$ cat src/hdl/noc_ni_pkg.sv
`timescale 1ns / 1ps
// Package for the NoC network interface: shared constants, register codes
// and the control/status structs between the FIFO controllers and the top.
// No dependencies.
package noc_ni_pkg;

  localparam int FIFO_DEPTH_DEF   = 8;
  localparam int PAYLOAD_BITS_DEF = 22;
  localparam int FLIT_BITS        = 32;
  localparam int COORD_BITS       = 2;
  localparam int CFG_IDX_BITS     = 2;
  localparam int HDR_BITS         = 10;

  localparam logic [1:0] FLIT_TYPE = 2'b01;

  localparam logic [CFG_IDX_BITS-1:0] CFG_LOCAL_X = 2'd0;
  localparam logic [CFG_IDX_BITS-1:0] CFG_LOCAL_Y = 2'd1;
  localparam logic [CFG_IDX_BITS-1:0] CFG_DEST_X  = 2'd2;
  localparam logic [CFG_IDX_BITS-1:0] CFG_DEST_Y  = 2'd3;

  typedef struct packed {
    logic fire;
    logic pop_req;
    logic push_req;
  } fifo_req_t;

  typedef struct packed {
    logic pop;
    logic not_full;
  } fifo_stat_t;

endpackage

$ cat src/hdl/noc_ni_if.sv
`timescale 1ns / 1ps
// Valid/ready channel interfaces for the NoC network interface: the tick
// word going in and the result word coming out. Depends on noc_ni_pkg.
interface noc_ni_in_if import noc_ni_pkg::*; #(
  parameter int PAYLOAD_BITS = PAYLOAD_BITS_DEF
);
  logic                    valid;
  logic                    ready;
  logic                    pe_valid;
  logic [PAYLOAD_BITS-1:0] pe_data;
  logic                    router_valid;
  logic [FLIT_BITS-1:0]    flit_in;
  logic                    router_ready;
  logic                    pe_ready;

  modport source (
    output valid, pe_valid, pe_data, router_valid, flit_in, router_ready, pe_ready,
    input  ready
  );
  modport sink (
    input  valid, pe_valid, pe_data, router_valid, flit_in, router_ready, pe_ready,
    output ready
  );
endinterface

interface noc_ni_out_if import noc_ni_pkg::*; #(
  parameter int PAYLOAD_BITS = PAYLOAD_BITS_DEF
);
  logic                    valid;
  logic                    ready;
  logic                    flit_valid;
  logic [FLIT_BITS-1:0]    tx_flit;
  logic                    data_valid;
  logic [PAYLOAD_BITS-1:0] rx_data;
  logic                    pe_accept_ready;
  logic                    router_accept_ready;

  modport source (
    output valid, flit_valid, tx_flit, data_valid, rx_data, pe_accept_ready,
           router_accept_ready,
    input  ready
  );
  modport sink (
    input  valid, flit_valid, tx_flit, data_valid, rx_data, pe_accept_ready,
           router_accept_ready,
    output ready
  );
endinterface

$ cat src/hdl/noc_ni_ram.sv
`timescale 1ns / 1ps
// Generic single-write, single-read RAM with registered read data.
// Read returns the old contents on a same-address write. No dependencies.
module noc_ni_ram #(
  parameter int WIDTH = 8,
  parameter int DEPTH = 8
) (
  input  logic                     clk,
  input  logic                     we,
  input  logic [$clog2(DEPTH)-1:0] waddr,
  input  logic [WIDTH-1:0]         wdata,
  input  logic [$clog2(DEPTH)-1:0] raddr,
  output logic [WIDTH-1:0]         rdata
);

  logic [WIDTH-1:0] mem [DEPTH];

  always_ff @(posedge clk) begin
    if (we) begin
      mem[waddr] <= wdata;
    end
    rdata <= mem[raddr];
  end

endmodule

$ cat src/hdl/noc_ni_fifo_ctl.sv
`timescale 1ns / 1ps
// FIFO controller: pointers and count around one noc_ni_ram, with head
// forwarding for a write that lands on the entry being read.
// Depends on noc_ni_pkg and noc_ni_ram.
module noc_ni_fifo_ctl import noc_ni_pkg::*; #(
  parameter int WIDTH = 8,
  parameter int DEPTH = FIFO_DEPTH_DEF
) (
  input  logic             clk,
  input  logic             rst,
  input  fifo_req_t        req,
  input  logic [WIDTH-1:0] wdata,
  output fifo_stat_t       stat,
  output logic [WIDTH-1:0] head_data
);

  localparam int PW = $clog2(DEPTH);
  localparam int CW = $clog2(DEPTH + 1);
  localparam logic [PW-1:0] LAST = PW'(DEPTH - 1);
  localparam logic [CW-1:0] FULL = CW'(DEPTH);

  logic [PW-1:0]    head;
  logic [PW-1:0]    head_next;
  logic [PW-1:0]    tail;
  logic [PW-1:0]    tail_next;
  logic [CW-1:0]    count;
  logic [CW-1:0]    count_next;
  logic [CW-1:0]    count_mid;
  logic             pop;
  logic             push;
  logic             fwd_valid;
  logic [WIDTH-1:0] fwd_data;
  logic [WIDTH-1:0] rdata;

  always_comb begin
    pop        = req.fire && req.pop_req && (count != '0);
    count_mid  = count - CW'(pop);
    push       = req.fire && req.push_req && (count_mid != FULL);
    count_next = count_mid + CW'(push);
    head_next  = head;
    if (pop) begin
      head_next = (head == LAST) ? '0 : head + 1'b1;
    end
    tail_next = tail;
    if (push) begin
      tail_next = (tail == LAST) ? '0 : tail + 1'b1;
    end
  end

  always_ff @(posedge clk) begin
    if (rst) begin
      head      <= '0;
      tail      <= '0;
      count     <= '0;
      fwd_valid <= 1'b0;
    end else begin
      head      <= head_next;
      tail      <= tail_next;
      count     <= count_next;
      fwd_valid <= push && (tail == head_next);
    end
    fwd_data <= wdata;
  end

  noc_ni_ram #(
    .WIDTH(WIDTH),
    .DEPTH(DEPTH)
  ) u_ram (
    .clk  (clk),
    .we   (push),
    .waddr(tail),
    .wdata(wdata),
    .raddr(head_next),
    .rdata(rdata)
  );

  assign head_data     = fwd_valid ? fwd_data : rdata;
  assign stat.pop      = pop;
  assign stat.not_full = (count_next != FULL);

`ifndef SYNTHESIS
  a_count_bound: assert property (@(posedge clk) disable iff (rst) count <= FULL)
    else $error("fifo count beyond depth");
  a_count_reset: assert property (@(posedge clk) $past(rst) |-> count == '0)
    else $error("fifo count not cleared by reset");
  a_idle_stable: assert property (@(posedge clk) disable iff (rst)
    !req.fire |=> $stable(count) && $stable(head))
    else $error("fifo moved without a word");
  a_ptr_gap: assert property (@(posedge clk) disable iff (rst)
    (count == '0) || (count == FULL) || (head != tail))
    else $error("pointers disagree with count");
`endif

endmodule

$ cat src/hdl/noc_ni_out_buf.sv
`timescale 1ns / 1ps
// Output register plus skid stage for the result word, so a new word is
// taken while the previous one waits downstream. No dependencies.
module noc_ni_out_buf #(
  parameter int WIDTH = 8
) (
  input  logic             clk,
  input  logic             rst,
  input  logic             enq_valid,
  output logic             enq_ready,
  input  logic [WIDTH-1:0] enq_data,
  output logic             deq_valid,
  input  logic             deq_ready,
  output logic [WIDTH-1:0] deq_data
);

  logic             skid_valid;
  logic [WIDTH-1:0] skid_data;
  logic             enq_fire;
  logic             hold;

  assign enq_ready = !skid_valid;
  assign enq_fire  = enq_valid && enq_ready;
  assign hold      = deq_valid && !deq_ready;

  always_ff @(posedge clk) begin
    if (rst) begin
      deq_valid  <= 1'b0;
      skid_valid <= 1'b0;
    end else if (hold) begin
      if (enq_fire) begin
        skid_valid <= 1'b1;
      end
    end else if (skid_valid) begin
      deq_valid  <= 1'b1;
      skid_valid <= 1'b0;
    end else begin
      deq_valid <= enq_fire;
    end
  end

  always_ff @(posedge clk) begin
    if (hold) begin
      if (enq_fire) begin
        skid_data <= enq_data;
      end
    end else if (skid_valid) begin
      deq_data <= skid_data;
    end else if (enq_fire) begin
      deq_data <= enq_data;
    end
  end

`ifndef SYNTHESIS
  a_skid_behind_out: assert property (@(posedge clk) disable iff (rst)
    skid_valid |-> deq_valid)
    else $error("skid word without output word");
`endif

endmodule

$ cat src/hdl/noc_network_interface_unit.sv
`timescale 1ns / 1ps
// NoC network interface: one tick word in, one result word out, one word per
// cycle while results are taken. A result is registered in the output register
// as its tick word is accepted, or in the skid register while one waits; the
// two-deep output stage keeps input open. Each FIFO's RAM is read at the next
// head address. Reset clears counts, pointers and coordinates, not the RAM.
module noc_network_interface_unit import noc_ni_pkg::*; #(
  parameter int FIFO_DEPTH   = FIFO_DEPTH_DEF,
  parameter int PAYLOAD_BITS = PAYLOAD_BITS_DEF
) (
  input  logic                    clk,
  input  logic                    rst,
  noc_ni_in_if.sink               tick_ch,
  noc_ni_out_if.source            res_ch,
  input  logic                    cfg_we,
  input  logic [CFG_IDX_BITS-1:0] cfg_index,
  input  logic [COORD_BITS-1:0]   cfg_wdata
);

  localparam int IW = (PAYLOAD_BITS < FLIT_BITS) ? PAYLOAD_BITS : FLIT_BITS;
  localparam int FW = PAYLOAD_BITS + HDR_BITS;
  localparam int RW = FLIT_BITS + PAYLOAD_BITS + 4;

  logic [COORD_BITS-1:0]   local_x;
  logic [COORD_BITS-1:0]   local_y;
  logic [COORD_BITS-1:0]   dest_x;
  logic [COORD_BITS-1:0]   dest_y;

  logic                    fire;
  fifo_req_t               out_req;
  fifo_req_t               in_req;
  fifo_stat_t              out_stat;
  fifo_stat_t              in_stat;
  logic [PAYLOAD_BITS-1:0] out_head;
  logic [IW-1:0]           in_head;

  logic [FW-1:0]              flit_full;
  logic [FW+FLIT_BITS-1:0]    flit_ext;
  logic [PAYLOAD_BITS+IW-1:0] data_ext;
  logic [FLIT_BITS-1:0]       flit_word;
  logic [PAYLOAD_BITS-1:0]    data_word;
  logic [RW-1:0]              res_in;
  logic [RW-1:0]              res_out;

  always_ff @(posedge clk) begin
    if (rst) begin
      local_x <= '0;
      local_y <= '0;
      dest_x  <= '0;
      dest_y  <= '0;
    end else if (cfg_we) begin
      unique case (cfg_index)
        CFG_LOCAL_X: local_x <= cfg_wdata;
        CFG_LOCAL_Y: local_y <= cfg_wdata;
        CFG_DEST_X:  dest_x  <= cfg_wdata;
        CFG_DEST_Y:  dest_y  <= cfg_wdata;
        default: ;
      endcase
    end
  end

  assign fire = tick_ch.valid && tick_ch.ready;

  assign out_req.fire     = fire;
  assign out_req.pop_req  = tick_ch.router_ready;
  assign out_req.push_req = tick_ch.pe_valid;
  assign in_req.fire      = fire;
  assign in_req.pop_req   = tick_ch.pe_ready;
  assign in_req.push_req  = tick_ch.router_valid;

  noc_ni_fifo_ctl #(
    .WIDTH(PAYLOAD_BITS),
    .DEPTH(FIFO_DEPTH)
  ) u_out_fifo (
    .clk      (clk),
    .rst      (rst),
    .req      (out_req),
    .wdata    (tick_ch.pe_data),
    .stat     (out_stat),
    .head_data(out_head)
  );

  noc_ni_fifo_ctl #(
    .WIDTH(IW),
    .DEPTH(FIFO_DEPTH)
  ) u_in_fifo (
    .clk      (clk),
    .rst      (rst),
    .req      (in_req),
    .wdata    (tick_ch.flit_in[IW-1:0]),
    .stat     (in_stat),
    .head_data(in_head)
  );

  always_comb begin
    flit_full = {FLIT_TYPE, local_x, local_y, dest_x, dest_y, out_head};
    flit_ext  = {{FLIT_BITS{1'b0}}, flit_full};
    data_ext  = {{PAYLOAD_BITS{1'b0}}, in_head};
    flit_word = out_stat.pop ? flit_ext[FLIT_BITS-1:0] : '0;
    data_word = in_stat.pop ? data_ext[PAYLOAD_BITS-1:0] : '0;
    res_in    = {out_stat.pop, flit_word, in_stat.pop, data_word,
                 out_stat.not_full, in_stat.not_full};
  end

  noc_ni_out_buf #(
    .WIDTH(RW)
  ) u_out_buf (
    .clk      (clk),
    .rst      (rst),
    .enq_valid(tick_ch.valid),
    .enq_ready(tick_ch.ready),
    .enq_data (res_in),
    .deq_valid(res_ch.valid),
    .deq_ready(res_ch.ready),
    .deq_data (res_out)
  );

  assign res_ch.flit_valid          = res_out[RW-1];
  assign res_ch.tx_flit             = res_out[RW-2 -: FLIT_BITS];
  assign res_ch.data_valid          = res_out[PAYLOAD_BITS+2];
  assign res_ch.rx_data             = res_out[PAYLOAD_BITS+1 -: PAYLOAD_BITS];
  assign res_ch.pe_accept_ready     = res_out[1];
  assign res_ch.router_accept_ready = res_out[0];

endmodule

$ cat src/flat_wrapper.sv
// flat-port wrapper written by rule: the top's interface ports become plain ports
module noc_network_interface_unit_flat import noc_ni_pkg::*;
#(
  parameter int FIFO_DEPTH   = FIFO_DEPTH_DEF,
  parameter int PAYLOAD_BITS = PAYLOAD_BITS_DEF
)
  (clk, rst, cfg_we, cfg_index, cfg_wdata, tick_ch_valid, tick_ch_pe_valid, tick_ch_pe_data, tick_ch_router_valid, tick_ch_flit_in, tick_ch_router_ready, tick_ch_pe_ready, tick_ch_ready, res_ch_valid, res_ch_flit_valid, res_ch_tx_flit, res_ch_data_valid, res_ch_rx_data, res_ch_pe_accept_ready, res_ch_router_accept_ready, res_ch_ready);
  noc_ni_in_if #(.PAYLOAD_BITS(PAYLOAD_BITS)) tick_ch_i ();
  noc_ni_out_if #(.PAYLOAD_BITS(PAYLOAD_BITS)) res_ch_i ();
  input  logic clk;
  input  logic rst;
  input  logic cfg_we;
  input  logic [CFG_IDX_BITS-1:0] cfg_index;
  input  logic [COORD_BITS-1:0] cfg_wdata;
  input wire logic [$bits(tick_ch_i.valid)-1:0] tick_ch_valid;
  input wire logic [$bits(tick_ch_i.pe_valid)-1:0] tick_ch_pe_valid;
  input wire logic [$bits(tick_ch_i.pe_data)-1:0] tick_ch_pe_data;
  input wire logic [$bits(tick_ch_i.router_valid)-1:0] tick_ch_router_valid;
  input wire logic [$bits(tick_ch_i.flit_in)-1:0] tick_ch_flit_in;
  input wire logic [$bits(tick_ch_i.router_ready)-1:0] tick_ch_router_ready;
  input wire logic [$bits(tick_ch_i.pe_ready)-1:0] tick_ch_pe_ready;
  output wire logic [$bits(tick_ch_i.ready)-1:0] tick_ch_ready;
  output wire logic [$bits(res_ch_i.valid)-1:0] res_ch_valid;
  output wire logic [$bits(res_ch_i.flit_valid)-1:0] res_ch_flit_valid;
  output wire logic [$bits(res_ch_i.tx_flit)-1:0] res_ch_tx_flit;
  output wire logic [$bits(res_ch_i.data_valid)-1:0] res_ch_data_valid;
  output wire logic [$bits(res_ch_i.rx_data)-1:0] res_ch_rx_data;
  output wire logic [$bits(res_ch_i.pe_accept_ready)-1:0] res_ch_pe_accept_ready;
  output wire logic [$bits(res_ch_i.router_accept_ready)-1:0] res_ch_router_accept_ready;
  input wire logic [$bits(res_ch_i.ready)-1:0] res_ch_ready;
  assign tick_ch_i.valid = tick_ch_valid;
  assign tick_ch_i.pe_valid = tick_ch_pe_valid;
  assign tick_ch_i.pe_data = tick_ch_pe_data;
  assign tick_ch_i.router_valid = tick_ch_router_valid;
  assign tick_ch_i.flit_in = tick_ch_flit_in;
  assign tick_ch_i.router_ready = tick_ch_router_ready;
  assign tick_ch_i.pe_ready = tick_ch_pe_ready;
  assign tick_ch_ready = tick_ch_i.ready;
  assign res_ch_valid = res_ch_i.valid;
  assign res_ch_flit_valid = res_ch_i.flit_valid;
  assign res_ch_tx_flit = res_ch_i.tx_flit;
  assign res_ch_data_valid = res_ch_i.data_valid;
  assign res_ch_rx_data = res_ch_i.rx_data;
  assign res_ch_pe_accept_ready = res_ch_i.pe_accept_ready;
  assign res_ch_router_accept_ready = res_ch_i.router_accept_ready;
  assign res_ch_i.ready = res_ch_ready;
  noc_network_interface_unit #(.FIFO_DEPTH(FIFO_DEPTH), .PAYLOAD_BITS(PAYLOAD_BITS)) u_core (.clk(clk), .rst(rst), .tick_ch(tick_ch_i), .res_ch(res_ch_i), .cfg_we(cfg_we), .cfg_index(cfg_index), .cfg_wdata(cfg_wdata));
endmodule
$ cat config.mk
export PLATFORM = sky130hd
export DESIGN_NAME = noc_network_interface_unit_flat
export DESIGN_NICKNAME = d
export VERILOG_FILES = /design/src/hdl/noc_ni_pkg.sv /design/src/hdl/noc_ni_if.sv /design/src/hdl/noc_ni_ram.sv /design/src/hdl/noc_ni_fifo_ctl.sv /design/src/hdl/noc_ni_out_buf.sv /design/src/hdl/noc_network_interface_unit.sv /design/src/flat_wrapper.sv
export SDC_FILE = /design/constraint.sdc
export NUM_CORES = 1
export LEC_CHECK = 0
export BUFFER_PORTS_ARGS = -buffer_cell sky130_fd_sc_hd__buf_2
export CELL_PAD_IN_SITES_DETAIL_PLACEMENT = 0
export CELL_PAD_IN_SITES_GLOBAL_PLACEMENT = 1
export CORE_AREA = 2 2 291 265
export DETAILED_ROUTE_END_ITERATION = 10
export DIE_AREA = 0 0 293 267
export PLACE_DENSITY_LB_ADDON = 0.05
export SLEW_MARGIN = 20
export SYNTH_ARGS = -nofsm -noshare
export SYNTH_HDL_FRONTEND = slang
export SYNTH_SLANG_ARGS = --single-unit
export TNS_END_PERCENT = 100
$ cat constraint.sdc
create_clock -name clk -period 7.15 [get_ports clk]
set_input_delay 1.43 -clock clk [delete_from_list [all_inputs] [get_ports clk]]
set_output_delay 1.43 -clock clk [all_outputs]
set_load 0.02 [all_outputs]
Word-level counts from Yosys, hierarchy flattened

Memories as Yosys holds them, arrays and structs flattened. A register that Yosys moved wholly into a read port is not among the register bits.
Index checks and enable logic that the tools add are counted.

Bits in registers: 192
Bits in latches: 0
Bits in writable memories: 352
Bits in read-only memories: 0
Bits of input ports: 67
Output and inout bits: 60
Word-level logic and storage cells: 84
Memories kept: 2

Memories:

| name                        | depth | width | read ports | clocked after Yosys merged registers in | write ports | RTL line         | source |
|---|---|---|---|---|---|---|---|
| u_core.u_in_fifo.u_ram.mem  | 8     | 22    | 1          | 1                                       | 1           | noc_ni_ram.sv:16 | `logic [WIDTH-1:0] mem [DEPTH];` |
| u_core.u_out_fifo.u_ram.mem | 8     | 22    | 1          | 1                                       | 1           | noc_ni_ram.sv:16 |  |

Add/subtract/negate cells: 8
Multiply operators: 0
Divide/modulo/power cells: 0
Order comparisons: 0
Eq/ne operators: 13
Shift operators: 0
Muxes and demuxes: 17
Bitwise logic cells: 1
Reductions and logical operators: 25

Operators by type and width:

| cell                                                                   | number |
|---|---|
| 58-bit two-way mux                                                     | 2 |
| 22-bit two-way mux                                                     | 3 |
| 31-bit two-way mux                                                     | 1 |
| 3-bit two-way mux                                                      | 6 |
| 4-bit inequality test (second input constant)                          | 4 |
| 3-bit by 1-bit adder with 3-bit output (second input constant)         | 4 |
| 3-bit equality test (second input constant)                            | 4 |
| 1-bit logical AND                                                      | 12 |
| 2-bit AND reduction                                                    | 6 |
| 4-bit by 1-bit adder with 4-bit output                                 | 2 |
| 4-bit nonzero test                                                     | 2 |
| 4-bit by 1-bit subtractor with 4-bit output                            | 2 |
| 3-bit equality test                                                    | 2 |
| 1-bit two-way mux                                                      | 5 |
| 2-bit equality test (second input constant)                            | 2 |
| 2-bit by 1-bit equality test with 1-bit output (second input constant) | 1 |
| 1-bit logical NOT                                                      | 2 |
| 2-bit logical NOT                                                      | 1 |
| 2-bit nonzero test                                                     | 1 |
| 2-bit OR reduction                                                     | 1 |
| 1-bit inverter                                                         | 1 |

Longest topological paths before layout

Depth after elaboration: 11
Gate-level depth with buffers: 15
Depth with buffers taken out: 12

Hierarchy

From an unflattened synthesis, not the netlist that was laid out.

Cell total of the unflattened synthesis: 1,105
Area, all modules: 22,536.6 µm²

By module, submodules not included:

| module                     | times used | cells each | area each (µm²) | sequential area each (µm²) |
|---|---|---|---|---|
| noc_ni_ram                 | 2          | 289        | 7,249.5         | 5,725.5 |
| noc_ni_out_buf             | 1          | 190        | 4,551.9         | 3,523.4 |
| noc_ni_fifo_ctl            | 2          | 124        | 1,397.6         | 660.6 |
| noc_network_interface_unit | 1          | 89         | 690.7           | 160.2 |

Worst setup path after synthesis

No wires, ideal clock.

Path kind: input to register
From: input port tick_ch_valid
To: memory u_core.u_out_fifo.u_ram.mem[2][0] (netlist name) (enable)
Setup time: 0.465 ns
Arrival: 5.957 ns
Required time: 6.685 ns
Path slack: 0.727 ns
Stages on the path: 12
Buffers on the path: 3
Cell sequence: clkbuf_2 > and3b_1 > clkbuf_1 > nand2_4 > inv_1 > ha_1 > ha_1 > and4bb_2 > and2_1 > a211o_1 > clkbuf_1 > nor4b_1

Longest elaborated chain between the ends: 8
Elaborated cells on any way between the ends: 9
Classes of those cells: add/sub: 1; eq/ne: 1; mux: 2; reduce/logical: 5

Ends and longest elaborated chain:

| item                                        | RTL line                         | source |
|---|---|---|
| from (decl)                                 | flat_wrapper.sv:15               | `input wire logic [$bits(tick_ch_i.valid)-1:0] tick_ch_valid;` |
| 1-bit logical AND (*)                       | noc_network_interface_unit.sv:62 | `assign fire = tick_ch.valid && tick_ch.ready;` |
| 1-bit logical AND (2 in a row)              | noc_ni_fifo_ctl.sv:36            | `pop = req.fire && req.pop_req && (count != '0);` |
| 4-bit by 1-bit subtractor with 4-bit output | noc_ni_fifo_ctl.sv:37            | `count_mid = count - CW'(pop);` |
| 4-bit inequality test                       | noc_ni_fifo_ctl.sv:38            | `push = req.fire && req.push_req && (count_mid != FULL);` |
| 1-bit logical AND (*)                       | noc_ni_fifo_ctl.sv:38            |  |
| 1-bit two-way mux (*)                       | noc_ni_ram.sv:19                 | `if (we) begin` |
| 1-bit two-way mux (implied by the code) (*) | noc_ni_ram.sv:20                 | `mem[waddr] <= wdata;` |
| to (decl)                                   | noc_ni_ram.sv:16                 |  |

Mark *: on every way between the ends. The rest lies on a longest branch, timed or not.

Final worst setup path

From: input port tick_ch_valid
To: memory u_core.u_out_fifo.u_ram.mem[3][8] (netlist name) (enable)

Same word-level chain as after synthesis.

==> metrics <==
R2R Setup Slk 2170 ps; Syn Nets between 1,500 and 2,000; Clk Latency, worst-skew pair 600 ps; overall routing resource usage 0.158; leakage ~9.7 nW; commonest non-fill, non-tap cells in the layout edfxtp_1 (464), a21oi_1 (139), o21ai_0 (131); Synthesis Warnings 0; drt via density around 4.9; nets@finish ~1,700; number of global-route vias before repair 13,600; area grow syn2layout 18.0%; GP Congestion 0.702; worst reg2reg path endpoint u_core.u_out_fifo.u_ram.mem[3][8]; synth unique cells 56; Remaining DRCs 0; Overflow after GRT 0; total negative slack 0 ps; Inserted Clock Buffers 70; post-CTS sizing 0; largest net degree at the start of global routing 68; Post-synth top flop edfxtp_1; Post-Route WL 61,600 µm; status completed; crit path kind in2reg; Post-Syn Area around 22,000 µm²; final setup fails 0; height of the die 267 µm; reg2reg path depth 10; setup bufs post-CTS 0; first-pass iteration count of the detailed router 4; Hold Path Sink u_core.dest_x[0]; Seq/Total Area, Yosys 0.730; Clock Sinks 584; pwr dens around 350 nW/µm²; Critical-path top delay cell nor3_2; Slew Viols, Final 0; CP Max Fanout 26; initial core utilization 0.297; std cell rows 96; Clock Skew 15.5 ps; fill cell count 7,286; H-tree levels 3; CP arrival 5580 ps; antenna violations before repair 2; Clock Path Buffers 3; Boundary Pins 127; core area 75,300 µm²; Post-synth EDFFs 464; clk root buf clkbuf_16; Hold Slack 488 ps; CTS tree yes; routed via count 13,100; Worst Hold Class reg2reg; drt initial violations between 500 and 600; share of cells above drive strength 1 0.197; hold path depth 2; hpwl dp 33,000 µm; Detail Route Antenna Nets 0; FMAX 189 MHz; number of hold violations in the final report 0; Maximum Capacitance Violations 0; PortBufs 115; WL/cell 22.9 µm; CP max stage delay around 850 ps; syn_area_per_cell 14.6 µm²; fin crit share 0.740; Syn Inst Count 1,535; Overall Power 9.11 mW; fraction of registers with async set/reset 0; die width 293 µm; RSZ-0062 raised after global routing no; Max rail drop VDD roughly 0.00014 V; worst hold start u_core.dest_x[0]; Synth Register Bits 584; Min Clock Period, post-route approximately 5300 ps; most common cell after layout, fill and taps aside edfxtp_1; Worst Tran Pin Value 1120 ps; Top cell by count, worst path ha_1; CP startpoint kind primary input; critical path required time approximately 7400 ps; DIE AREA 78,200 µm²; cts hold-fix bufs 0; Cell Chain, Critical Path buf_2, and3b_1, nand2_4, inv_1, ha_1, ha_1, and4bb_2, and2_1, a211o_1, nor3_2, buf_12; worst r2r src u_core.u_out_fifo.count[3]; first-pass GRT wire length around 90,000 µm; CP endpoint kind flip-flop; worst rel slew slack 0.255; Clk pin slew, worst setup/hold paths ~60 ps
## flip-flops by register name, indices dropped and copies added, names as in the netlist, 4 cells and up
name	cells
u_core.u_out_buf.deq_data	56
u_core.u_in_fifo.u_ram.rdata	22
u_core.u_out_fifo.count	4
u_core.u_out_fifo.fwd_data	22
u_core.u_out_buf.skid_data	56
u_core.u_out_fifo.u_ram.rdata	22
u_core.u_in_fifo.count	4
u_core.u_in_fifo.fwd_data	22
u_core.u_out_fifo.u_ram.mem	176
u_core.u_in_fifo.u_ram.mem	176
## report_power, final
| part | internal, mW | total, mW | switching (mW) |
|---|---|---|---|
| registers | 3.94 | 4.04 | 0.0973 |
| logic | 0.579 | 1.63 | 1.05 |
| clock network | 2.06 | 3.45 | 1.39 |
## critical path, delay by kind of cell
family | cells | cell delay (ps)
adders and majority gates | 2 | 550
AOI/OAI and AO/OA | 1 | 430
buffers and inverters | 3 | 870
and+or+nand+nor | 5 | 2260
## per-stage QoR
stage | area, µm² | util | cells | worst slack [ps]
after floorplan | 22400 | - | 1535 | 727
after global placement | 24200 | 0.321 | 2555 | 1270
after detailed placement | 24200 | 0.321 | 2555 | 1170
after CTS | 26400 | 0.351 | 2684 | 1790
after global routing | 26400 | 0.351 | 2684 | 1600
final | 26400 | 0.351 | 2686 | 1860
## worst max path at each step
stage / start / end / slack [ps] / cells after the start
after floorplan: tick_ch_valid / u_core.u_out_fifo.u_ram.mem[2][0] / 730 / 12
after global placement: tick_ch_valid / u_core.u_out_fifo.u_ram.mem[3][10] / 1270 / 11
after detailed placement: tick_ch_valid / u_core.u_out_fifo.u_ram.mem[3][10] / 1170 / 11
after CTS: tick_ch_valid / u_core.u_out_fifo.u_ram.mem[3][8] / 1790 / 11
after global routing: tick_ch_valid / u_core.u_out_fifo.u_ram.mem[3][8] / 1600 / 11
final: tick_ch_valid / u_core.u_out_fifo.u_ram.mem[3][8] / 1860 / 11
## cells in the mapped netlist, drive strengths merged (2+ instances only)
| library cell | number | area [µm²] |
|---|---|---|
| a2111o | 42 | 473 |
| a211o | 3 | 26.3 |
| a21o | 54 | 405 |
| a21oi | 141 | 728 |
| a31oi | 5 | 43.8 |
| and2 | 3 | 18.8 |
| and3 | 11 | 78.8 |
| and3b | 2 | 17.5 |
| and4bb | 3 | 37.5 |
| buf | 29 | 190 |
| clkbuf | 82 | 309 |
| dfxtp | 120 | 2400 |
| edfxtp | 464 | 13900 |
| ha | 15 | 188 |
| inv | 17 | 63.8 |
| mux2 | 46 | 582 |
| mux2i | 63 | 631 |
| nand2 | 15 | 66.3 |
| nand2b | 6 | 37.5 |
| nand3 | 131 | 656 |
| nand3b | 3 | 22.5 |
| nor2 | 82 | 323 |
| nor2b | 7 | 43.8 |
| nor3 | 11 | 55.1 |
| nor3b | 10 | 75.1 |
| nor4 | 3 | 18.8 |
| nor4b | 2 | 17.5 |
| o2111a | 2 | 22.5 |
| o21ai | 131 | 656 |
| o21bai | 4 | 30.0 |
| o31ai | 2 | 15.0 |
| or2 | 2 | 12.5 |
| or3 | 2 | 12.5 |
| or4 | 2 | 15.0 |
| xnor2 | 9 | 78.8 |
| xor2 | 4 | 35.0 |
## cells by family after synthesis
family	synth area share
buf+inv	0.0252
mux	0.0542
other cells	0.000168
flops	0.730
compound gates	0.109
xor+xnor	0.00509
simple gates	0.0682
fa+ha+maj	0.00839
## layout make-up
| type | instances | area, µm² | share of cell area |
|---|---|---|---|
| antenna | 2 | 5.00 | 0.000189 |
| clock buffer | 107 | 2100 | 0.0793 |
| clock inverter | 22 | 151 | 0.00573 |
| inverter | 17 | 63.8 | 0.00242 |
| multi-input combinational | 823 | 5640 | 0.213 |
| sequential | 584 | 16300 | 0.618 |
| tap | 980 | 1230 | 0.0464 |
| timing repair buffer | 151 | 896 | 0.0339 |
## per-layer routing
metal,vias up,GRT usage,part of all wire
li1,6090,-,-
met1,6658,0.231,0.50
met2,268,0.243,0.45
met3,71,0.0296,0.040
met4,0,0.0358,0.015
met5,-,0,0
Power figures use the tool's default switching activity.
